[src/sv/bda_pkg.sv]
`default_nettype none
package bda_pkg;

    localparam int FIELD_BITS = 8;
    localparam int NUM_FIELDS = 4;

    // function codes
    localparam logic [1:0] FUNC_LOAD_MAX   = 2'd0;
    localparam logic [1:0] FUNC_LOAD_ALLOC = 2'd1;
    localparam logic [1:0] FUNC_REQUEST    = 2'd2;
    localparam logic [1:0] FUNC_CHECK      = 2'd3;

    // status codes
    localparam logic [2:0] ST_OK       = 3'd0;
    localparam logic [2:0] ST_EXCEEDS  = 3'd1;
    localparam logic [2:0] ST_WAIT     = 3'd2;
    localparam logic [2:0] ST_ROLLBACK = 3'd3;
    localparam logic [2:0] ST_UNSAFE   = 3'd4;
    localparam logic [2:0] ST_REFUSED  = 3'd5;

    // datapath commands
    typedef struct packed {
        logic latch_item;   // capture item, set entry pointer to item process
        logic read_entry;   // register table row at pointer
        logic init_check;   // work = total - sum, clear finish flags, scan pointer and progress mark
        logic scan_step;    // test entry at pointer and finish it if it fits
        logic scan_next;    // advance scan pointer, clear on wrap
        logic write_max;
        logic write_alloc;
        logic grant;        // add amounts to allocation
        logic rollback;     // subtract amounts from allocation
    } t_dp_cmd;

    // datapath status
    typedef struct packed {
        logic proc_bad;
        logic below_alloc;
        logic above_max;
        logic above_need;
        logic over_alloc;
        logic above_free;
        logic scan_last;
        logic progress;
        logic all_done;
    } t_dp_stat;

endpackage
`default_nettype wire

[src/sv/bda_datapath.sv]
`default_nettype none
module bda_datapath
    import bda_pkg::*;
#(
    parameter int NUM_PROCS  = 8,
    parameter int NUM_TYPES  = 4,
    parameter int COUNT_BITS = 8
) (
    input  wire logic                  i_clk,
    input  wire logic                  i_rst_n,
    input  wire logic                  i_cfg_we,
    input  wire logic [2:0]            i_cfg_idx,
    input  wire logic [7:0]            i_cfg_data,
    input  wire logic [2:0]            i_process,
    input  wire logic [7:0]            i_amount0,
    input  wire logic [7:0]            i_amount1,
    input  wire logic [7:0]            i_amount2,
    input  wire logic [7:0]            i_amount3,
    input  wire t_dp_cmd               i_cmd,
    output t_dp_stat                   o_stat
);
    localparam int PB = (NUM_PROCS > 1) ? $clog2(NUM_PROCS) : 1;
    localparam int SB = COUNT_BITS + PB;

    logic [COUNT_BITS-1:0] r_total [NUM_TYPES];
    logic [COUNT_BITS-1:0] r_max   [NUM_PROCS][NUM_TYPES];
    logic [COUNT_BITS-1:0] r_alloc [NUM_PROCS][NUM_TYPES];
    logic [SB-1:0]         r_sum   [NUM_TYPES];
    logic [SB:0]           r_work  [NUM_TYPES];
    logic [NUM_PROCS-1:0]  r_fin;
    logic [COUNT_BITS-1:0] r_amt   [NUM_TYPES];
    logic [COUNT_BITS-1:0] r_emax  [NUM_TYPES];
    logic [COUNT_BITS-1:0] r_ealloc[NUM_TYPES];
    logic [PB-1:0]         r_ptr;
    logic [PB-1:0]         r_pidx;
    logic                  r_bad;
    logic                  r_prog;

    logic [7:0]            w_in [NUM_FIELDS];
    logic [NUM_TYPES-1:0]  w_lt, w_gt, w_need, w_over, w_free, w_fit;
    logic                  w_take;

    assign w_in[0] = i_amount0;
    assign w_in[1] = i_amount1;
    assign w_in[2] = i_amount2;
    assign w_in[3] = i_amount3;

    // per-type compares on the registered row
    always_comb begin
        for (int t = 0; t < NUM_TYPES; t++) begin
            w_lt[t]   = r_amt[t] < r_ealloc[t];
            w_gt[t]   = r_amt[t] > r_emax[t];
            w_need[t] = {1'b0, r_amt[t]} >
                        ({1'b0, r_emax[t]} - {1'b0, r_ealloc[t]});
            w_over[t] = r_sum[t] > SB'(r_total[t]);
            w_free[t] = {{(SB-COUNT_BITS+1){1'b0}}, r_amt[t]} >
                        ({1'b0, SB'(r_total[t])} - {1'b0, r_sum[t]});
            w_fit[t]  = (SB+1)'(r_emax[t] - r_ealloc[t]) <= r_work[t];
        end
    end

    // entry under the scan pointer finishes now
    assign w_take = !r_fin[r_ptr] && (&w_fit);

    assign o_stat.proc_bad    = r_bad;
    assign o_stat.below_alloc = |w_lt;
    assign o_stat.above_max   = |w_gt;
    assign o_stat.above_need  = |w_need;
    assign o_stat.over_alloc  = |w_over;
    assign o_stat.above_free  = |w_free;
    assign o_stat.scan_last   = (32'(r_ptr) == NUM_PROCS - 1);
    assign o_stat.progress    = r_prog || w_take;
    assign o_stat.all_done    = &r_fin;

    // configuration registers
    always_ff @(posedge i_clk) begin
        if (!i_rst_n) begin
            for (int t = 0; t < NUM_TYPES; t++) r_total[t] <= '0;
        end else if (i_cfg_we) begin
            for (int t = 0; t < NUM_TYPES; t++)
                if (t < NUM_FIELDS && 32'(i_cfg_idx) == t)
                    r_total[t] <= COUNT_BITS'(i_cfg_data & 8'((1 << COUNT_BITS) - 1));
        end
    end

    // tables, sums, scan state
    always_ff @(posedge i_clk) begin
        if (!i_rst_n) begin
            for (int p = 0; p < NUM_PROCS; p++)
                for (int t = 0; t < NUM_TYPES; t++) begin
                    r_max[p][t]   <= '0;
                    r_alloc[p][t] <= '0;
                end
            for (int t = 0; t < NUM_TYPES; t++) begin
                r_sum[t]  <= '0;
                r_work[t] <= '0;
            end
            r_fin  <= '0;
            r_ptr  <= '0;
            r_pidx <= '0;
            r_bad  <= 1'b0;
            r_prog <= 1'b0;
        end else begin
            if (i_cmd.latch_item) begin
                for (int t = 0; t < NUM_TYPES; t++)
                    r_amt[t] <= (t < NUM_FIELDS) ? COUNT_BITS'(w_in[t]) : '0;
                r_bad  <= 32'(i_process) >= NUM_PROCS;
                r_ptr  <= PB'(i_process);
                r_pidx <= PB'(i_process);
            end
            if (i_cmd.read_entry) begin
                for (int t = 0; t < NUM_TYPES; t++) begin
                    r_emax[t]   <= r_max[r_ptr][t];
                    r_ealloc[t] <= r_alloc[r_ptr][t];
                end
            end
            if (i_cmd.init_check) begin
                for (int t = 0; t < NUM_TYPES; t++)
                    r_work[t] <= {1'b0, SB'(r_total[t])} - {1'b0, r_sum[t]};
                r_fin  <= '0;
                r_ptr  <= '0;
                r_prog <= 1'b0;
            end
            if (i_cmd.scan_step && w_take) begin
                r_fin[r_ptr] <= 1'b1;
                if (!(i_cmd.scan_next && o_stat.scan_last))
                    r_prog <= 1'b1;
                for (int t = 0; t < NUM_TYPES; t++)
                    r_work[t] <= r_work[t] + (SB+1)'(r_ealloc[t]);
            end
            if (i_cmd.scan_next) begin
                if (o_stat.scan_last) begin
                    r_ptr  <= '0;
                    r_prog <= 1'b0;
                end else begin
                    r_ptr <= r_ptr + 1'b1;
                end
            end
            if (i_cmd.write_max)
                for (int t = 0; t < NUM_TYPES; t++) r_max[r_pidx][t] <= r_amt[t];
            if (i_cmd.write_alloc)
                for (int t = 0; t < NUM_TYPES; t++) begin
                    r_alloc[r_pidx][t] <= r_amt[t];
                    r_sum[t] <= r_sum[t] - SB'(r_ealloc[t]) + SB'(r_amt[t]);
                end
            if (i_cmd.grant)
                for (int t = 0; t < NUM_TYPES; t++) begin
                    r_alloc[r_pidx][t] <= r_alloc[r_pidx][t] + r_amt[t];
                    r_sum[t] <= r_sum[t] + SB'(r_amt[t]);
                end
            if (i_cmd.rollback)
                for (int t = 0; t < NUM_TYPES; t++) begin
                    r_alloc[r_pidx][t] <= r_alloc[r_pidx][t] - r_amt[t];
                    r_sum[t] <= r_sum[t] - SB'(r_amt[t]);
                end
        end
    end

    // a finish inside a pass marks that pass as having made progress
    a_fin_prog: assert property (@(posedge i_clk) disable iff (!i_rst_n)
        (i_cmd.scan_step && w_take && !o_stat.scan_last) |=> r_prog)
        else $error("finish without progress mark");
    a_init_clear: assert property (@(posedge i_clk) disable iff (!i_rst_n)
        i_cmd.init_check |=> (r_fin == '0 && r_ptr == '0))
        else $error("check init did not clear scan state");
    a_one_write: assert property (@(posedge i_clk) disable iff (!i_rst_n)
        $onehot0({i_cmd.write_max, i_cmd.write_alloc, i_cmd.grant, i_cmd.rollback}))
        else $error("conflicting table writes");
endmodule
`default_nettype wire

[src/sv/bda_ctrl.sv]
`default_nettype none
module bda_ctrl
    import bda_pkg::*;
(
    input  wire logic       i_clk,
    input  wire logic       i_rst_n,
    input  wire logic       start,
    input  wire logic [1:0] i_func,
    input  wire t_dp_stat   i_stat,
    output t_dp_cmd         o_cmd,
    output logic            busy,
    output logic            o_valid,
    output logic [2:0]      o_status
);
    typedef enum logic [7:0] {
        S_IDLE  = 8'b0000_0001,
        S_READ  = 8'b0000_0010,
        S_DEC   = 8'b0000_0100,
        S_GRANT = 8'b0000_1000,
        S_INIT  = 8'b0001_0000,
        S_FETCH = 8'b0010_0000,
        S_TEST  = 8'b0100_0000,
        S_DONE  = 8'b1000_0000
    } t_state;

    t_state     r_state, n_state;
    logic [1:0] r_func;
    logic       r_req;
    logic       r_out_v, n_out_v;
    logic [2:0] r_out_st, n_out_st;
    logic       n_req;

    assign busy     = (r_state != S_IDLE);
    assign o_valid  = r_out_v;
    assign o_status = r_out_st;

    // sequencer
    always_comb begin
        n_state  = r_state;
        n_out_v  = 1'b0;
        n_out_st = r_out_st;
        n_req    = r_req;
        o_cmd    = '0;
        unique case (r_state)
            S_IDLE: begin
                if (start) begin
                    o_cmd.latch_item = 1'b1;
                    n_state = S_READ;
                end
            end
            S_READ: begin
                o_cmd.read_entry = 1'b1;
                n_state = S_DEC;
            end
            S_DEC: begin
                n_state = S_IDLE;
                n_out_v = 1'b1;
                n_req   = 1'b0;
                if (r_func == FUNC_CHECK) begin
                    if (i_stat.over_alloc) n_out_st = ST_UNSAFE;
                    else begin
                        n_out_v = 1'b0;
                        n_state = S_INIT;
                    end
                end else if (i_stat.proc_bad) n_out_st = ST_REFUSED;
                else if (r_func == FUNC_LOAD_MAX) begin
                    if (i_stat.below_alloc) n_out_st = ST_REFUSED;
                    else begin
                        o_cmd.write_max = 1'b1;
                        n_out_st = ST_OK;
                    end
                end else if (r_func == FUNC_LOAD_ALLOC) begin
                    if (i_stat.above_max) n_out_st = ST_REFUSED;
                    else begin
                        o_cmd.write_alloc = 1'b1;
                        n_out_st = ST_OK;
                    end
                end else begin
                    if (i_stat.above_need)      n_out_st = ST_EXCEEDS;
                    else if (i_stat.over_alloc) n_out_st = ST_UNSAFE;
                    else if (i_stat.above_free) n_out_st = ST_WAIT;
                    else begin
                        n_out_v = 1'b0;
                        n_req   = 1'b1;
                        n_state = S_GRANT;
                    end
                end
            end
            S_GRANT: begin
                o_cmd.grant = 1'b1;
                n_state = S_INIT;
            end
            S_INIT: begin
                o_cmd.init_check = 1'b1;
                n_state = S_FETCH;
            end
            S_FETCH: begin
                o_cmd.read_entry = 1'b1;
                n_state = S_TEST;
            end
            S_TEST: begin
                o_cmd.scan_step = 1'b1;
                o_cmd.scan_next = 1'b1;
                n_state = S_FETCH;
                // end of a pass that finished nothing new
                if (i_stat.scan_last && !i_stat.progress) n_state = S_DONE;
            end
            S_DONE: begin
                n_state = S_IDLE;
                n_out_v = 1'b1;
                if (i_stat.all_done) n_out_st = ST_OK;
                else if (r_req) begin
                    n_out_st = ST_ROLLBACK;
                    o_cmd.rollback = 1'b1;
                end else n_out_st = ST_UNSAFE;
            end
            default: n_state = S_IDLE;
        endcase
    end

    always_ff @(posedge i_clk) begin
        if (!i_rst_n) begin
            r_state <= S_IDLE;
            r_out_v <= 1'b0;
            r_req   <= 1'b0;
        end else begin
            r_state <= n_state;
            r_out_v <= n_out_v;
            r_req   <= n_req;
        end
    end

    always_ff @(posedge i_clk) begin
        r_out_st <= n_out_st;
        if (r_state == S_IDLE && start) r_func <= i_func;
    end

    a_rollback_req: assert property (@(posedge i_clk) disable iff (!i_rst_n)
        o_cmd.rollback |-> r_req)
        else $error("rollback without grant");
    a_strobe_idle: assert property (@(posedge i_clk) disable iff (!i_rst_n)
        r_out_v |-> $past(r_state == S_DEC || r_state == S_DONE))
        else $error("result strobe outside decision");
    a_grant_then_init: assert property (@(posedge i_clk) disable iff (!i_rst_n)
        o_cmd.grant |=> o_cmd.init_check)
        else $error("grant not followed by check");
endmodule
`default_nettype wire

[src/sv/bankers_deadlock_avoidance.sv]
`default_nettype none
// Banker's algorithm resource manager. Pulse start while busy is low to issue
// a load, request or safety check; exactly one o_valid pulse with o_status
// follows and the receiver cannot stall it. Loads, and requests that fail a
// test, are answered right after their table row is read and tested. A safety
// check with no type over-allocated, or a request that passes into one, scans
// the process table one entry at a time, fetching each row and then testing
// it, and repeats passes until one finishes nothing; the single shared compare
// unit tests one table row at a time.
module bankers_deadlock_avoidance
    import bda_pkg::*;
#(
    parameter int NUM_PROCS  = 8,
    parameter int NUM_TYPES  = 4,
    parameter int COUNT_BITS = 8
) (
    input  wire logic       i_clk,
    input  wire logic       i_rst_n,
    input  wire logic       i_cfg_valid,
    output logic            o_cfg_ready,
    input  wire logic [2:0] i_cfg_index,
    input  wire logic [7:0] i_cfg_data,
    input  wire logic       start,
    output logic            busy,
    input  wire logic [1:0] i_func,
    input  wire logic [2:0] i_process,
    input  wire logic [7:0] i_amount0,
    input  wire logic [7:0] i_amount1,
    input  wire logic [7:0] i_amount2,
    input  wire logic [7:0] i_amount3,
    output logic            o_valid,
    output logic [2:0]      o_status
);
    t_dp_cmd  w_cmd;
    t_dp_stat w_stat;

    assign o_cfg_ready = 1'b1;

    bda_ctrl u_ctrl (
        .i_clk(i_clk), .i_rst_n(i_rst_n), .start(start), .i_func(i_func),
        .i_stat(w_stat), .o_cmd(w_cmd), .busy(busy), .o_valid(o_valid),
        .o_status(o_status)
    );

    bda_datapath #(
        .NUM_PROCS(NUM_PROCS), .NUM_TYPES(NUM_TYPES), .COUNT_BITS(COUNT_BITS)
    ) u_dp (
        .i_clk(i_clk), .i_rst_n(i_rst_n),
        .i_cfg_we(i_cfg_valid && o_cfg_ready), .i_cfg_idx(i_cfg_index),
        .i_cfg_data(i_cfg_data), .i_process(i_process),
        .i_amount0(i_amount0), .i_amount1(i_amount1),
        .i_amount2(i_amount2), .i_amount3(i_amount3),
        .i_cmd(w_cmd), .o_stat(w_stat)
    );
endmodule
`default_nettype wire

[config.mk]
export PLATFORM = sky130hd
export DESIGN_NAME = bankers_deadlock_avoidance
export DESIGN_NICKNAME = d
export VERILOG_FILES = /design/src/sv/bda_pkg.sv /design/src/sv/bda_datapath.sv /design/src/sv/bda_ctrl.sv /design/src/sv/bankers_deadlock_avoidance.sv
export SDC_FILE = /design/constraint.sdc
export NUM_CORES = 2
export LEC_CHECK = 0
export BUFFER_PORTS_ARGS = -buffer_cell sky130_fd_sc_hd__buf_2
export CORE_MARGIN = 5
export CORE_UTILIZATION = 65
export DETAILED_ROUTE_END_ITERATION = 10
export HOLD_SLACK_MARGIN = 0.03
export PLACE_DENSITY = 0.94
export SLEW_MARGIN = 10
export SYNTH_ARGS = -nofsm -noshare
export SYNTH_HDL_FRONTEND = slang
export SYNTH_SLANG_ARGS = --single-unit
export TNS_END_PERCENT = 20
[constraint.sdc]
create_clock -name i_clk -period 5 [get_ports i_clk]
set_input_delay 0.25 -clock i_clk [delete_from_list [all_inputs] [get_ports i_clk]]
set_output_delay 0.25 -clock i_clk [all_outputs]
set_load 0.005 [all_outputs]
==> results.cfg <==
[run_status]
status = finished, final reports clean

[placement]
io_buffer_count = 56
gp_congestion = 1.01
dpl.cell_count = 5301
place_hpwl_mm = 104

[sta]
finClkSkew_ns = 0.0566
whs_ns = 0.0868
worst_slew_pin_slew_ns = 1.31
tns_ns = 0
hold_viol = 0
fin_crit_ns = 4.75
max-slew-margin-rel = 0.126
max_freq_ghz = 0.211
drv_slew = 0
setup-violations-final = 0
grt_setup_unrepaired = false
post-route-period-util = 0.950

[hold_path]
worst_hold_path_type = in -> reg

[synthesis]
synthAdderAreaFrac = 0.134
synth_commonest_cells = edfxtp_1, ha_1, nor2_1
syn-cell-area_um2 = 50200
synth_compound_area_frac = 0.107
yosys_warnings = 0
ys_seq_elements = 768
synth.distinct_cells = 92
synthTopCellsByArea = edfxtp_1, ha_1, mux4_2
synth_edf_count = 737
synth_nets = 4840
yosysTopAreaCell = edfxtp_1
synth-xor-area-share = 0.0297
ys.flop_type = edfxtp_1
synth_top_family_by_area = adder cells
synthSimpleGateAreaFrac = 0.119
syn_avg_cell_area_um2 = 11.7
synth.area.mux_share = 0.109
synth_top_area_frac = 0.441
synth_seq_area_share = 0.453
synthArstFlopShare = 0
synth_cells = 4285
yosysMostFrequentCell = edfxtp_1

[cells_and_area]
fin_nets = 4937
stdcell_count = 5499
drive_gt1_frac = 0.150
area.growth.synth_to_final_pct = 9.99
multi_input_area_um2 = 25200
fillers = 4657
seqCellArea_um2 = 22800

[floorplanning]
die_x_um = 288
core_um2 = 77100
start_util = 0.651
row_count = 102
ioPinCount = 58
fp.dieH_um = 288
die_area_um2 = 82900

[clock_tree]
cts_buffer_depth = 3
cts_buffers = 81
root_buffer = clkbuf_16
clk_latency_ns = 0.67
cts-htree-levels = 3
clk_pin_slew_ns = 0.07
cts.sinks = 768
cts_tree = built

[pwr]
p_leak_nw = 22.7
peakVddDrop_mv = 0.238
p_per_area_nw_per_um2 = 303

[worst_setup_path]
end_kind = flip-flop
crit_slowest_cell = edfxtp_1
endpoint = u_dp.r_work[1][4]$_SDFFCE_PN0P_
cp-start-kind = flip-flop
crit_buf_inv = 2
critPathArrivalTime_ns = 5.17
path_class = reg -> reg
critical_path_depth = 18
cp_top_family = compound AO/OA/AOI/OAI gates
crit_chain = inv_2 > ha_1 > a21o_1 > a21o_1 > a21o_1 > a21o_1 > a21o_1 > a21oi_1 > xnor2_1 > ha_1 > a21oi_1 > a21oi_1 > a2111oi_1 > o21ai_1 > nor4_4 > nand2_2 > buf_12 > o32ai_1
cp-startpoint = u_dp.r_ealloc[3][1]$_DFFE_PP_
required_ns = 5.43
r2r-end = u_dp.r_work[1][4]$_SDFFCE_PN0P_
regToRegSetupSlack_ns = 0.25
reg2reg_from = u_dp.r_ealloc[3][1]$_DFFE_PP_
crit_top_cell = a21o_1
cp_slowest_stage_delay_ns = 0.46
reg2regPathDepth = 18
cp_max_fo = 48

[detailed_routing]
drtAntennaViolNets = 0
via_count = 39600
drc = 0
firstDrtPassIters = 9
drt_iter0_drc = 6293
routed_via_density = 7.20
wl_per_cell_um = 28.8
routed_wirelength_mm = 158

[grt]
gr-total-overflow = 0
antenna_found_initial = 11
grt_pass1_wl_mm = 236
grt_start_max_net_pins = 95
grt_pass1_vias = 40100
grtUsageTotal = 0.376

[flow_run]
drv_cap = 0
==> cell families after synthesis <==
kind of cell,Yosys count
and+or+nand+nor,1156
AOI/OAI and AO/OA,816
DFF,768
buffers and inverters,575
adders and majority gates,503
muxes,296
xor gates and xnor gates,170
other,1
==> layout make-up <==
type | instances | share of cell area
Antenna cell | 10 | 0.000453
Sequential cell | 768 | 0.412
Inverter | 372 | 0.0253
Timing Repair Buffer | 217 | 0.0320
Multi-Input combinational cell | 2942 | 0.457
Clock inverter | 61 | 0.0119
Tap cell | 1040 | 0.0236
Clock buffer | 89 | 0.0373
==> metal layers <==
layer / routed length [um] / GRT usage
met5: 13 / 0
met4: 14500 / 0.269
met3: 23900 / 0.105
met2: 69600 / 0.575
met1: 50200 / 0.463
==> through the flow <==
step	instance area, um^2	power (mW)	worst slack [ns]	util
after CTS	55200	16.6	0.109	0.716
after global routing	55200	17.2	0.0412	0.716
after global placement	52100	10.2	0.371	0.676
after detailed placement	52100	10.4	0.219	0.676
final	55200	16.7	0.251	0.716
after floorplan	50200	9.52	0.513	-
==> timing repair <==
item,CTS,global route
hold buffers,37,0
endpoints found under the hold margin,43,0
buffers inserted,0,1
gates resized for setup,0,4
endpoints found under the setup margin,0,92
==> placed cells by master, fill, tap and decap left out, types with 103 or more instances in the layout <==
master    count
inv_1       369
nor2_1      399
o21ai_0     125
nand2_1     132
and3_1      209
a21oi_1     214
buf_4       109
edfxtp_1    737
and2_1      103
mux4_2      194
ha_1        444
==> flip-flops by register name, summed over array words and instances (netlist names), named ones only <==
name,count
u_ctrl.o_status,3
u_dp.r_pidx,3
u_dp.r_ptr,3
u_dp.r_emax,32
u_dp.r_alloc,256
u_dp.r_prog,1
u_dp.r_fin,8
u_ctrl.r_req,1
u_ctrl.r_state,8
u_dp.r_total,32
u_dp.r_sum,44
u_dp.r_max,256
u_dp.r_ealloc,32
u_ctrl.o_valid,1
u_ctrl.r_func,2
u_dp.r_work,48
u_dp.r_amt,32
==> worst register-to-register path: stages, from the launching register on <==
cell and delay, ns:
edfxtp_1 0.46, inv_2 0.15, ha_1 0.26, a21o_1 0.19
a21o_1 0.22, a21o_1 0.18, a21o_1 0.21, a21o_1 0.19
a21oi_1 0.27, xnor2_1 0.16, ha_1 0.27, a21oi_1 0.17
a21oi_1 0.12, a2111oi_1 0.41, o21ai_1 0.18, nor4_4 0.33
nand2_2 0.18, buf_12 0.23, o32ai_1 0.35
==> worst min path at each step <==
stage               cells after the start  slack, ns     startpoint                               end
global placement                        1       0.43   i_amount2[2]        u_dp.r_amt[2][2]$_DFFE_PP_
floorplan                               0       0.35      i_func[0]        u_ctrl.r_func[0]$_DFFE_PP_
detailed placement                      1       0.43   i_amount3[1]        u_dp.r_amt[3][1]$_DFFE_PP_
finish                                  2       0.09  i_cfg_data[6]  u_dp.r_total[1][6]$_SDFFCE_PN0P_
CTS                                     2       0.03  i_cfg_data[6]  u_dp.r_total[1][6]$_SDFFCE_PN0P_
global route                            2       0.07  i_cfg_data[6]  u_dp.r_total[0][6]$_SDFFCE_PN0P_
==> power breakdown <==
group | switching (mW) | internal [mW]
combinational | 1.75 | 1.20
sequential | 0.230 | 7.28
clock | 2.72 | 3.57
total | 4.70 | 12.0
Note: power is estimated with default switching activity, not from simulation.
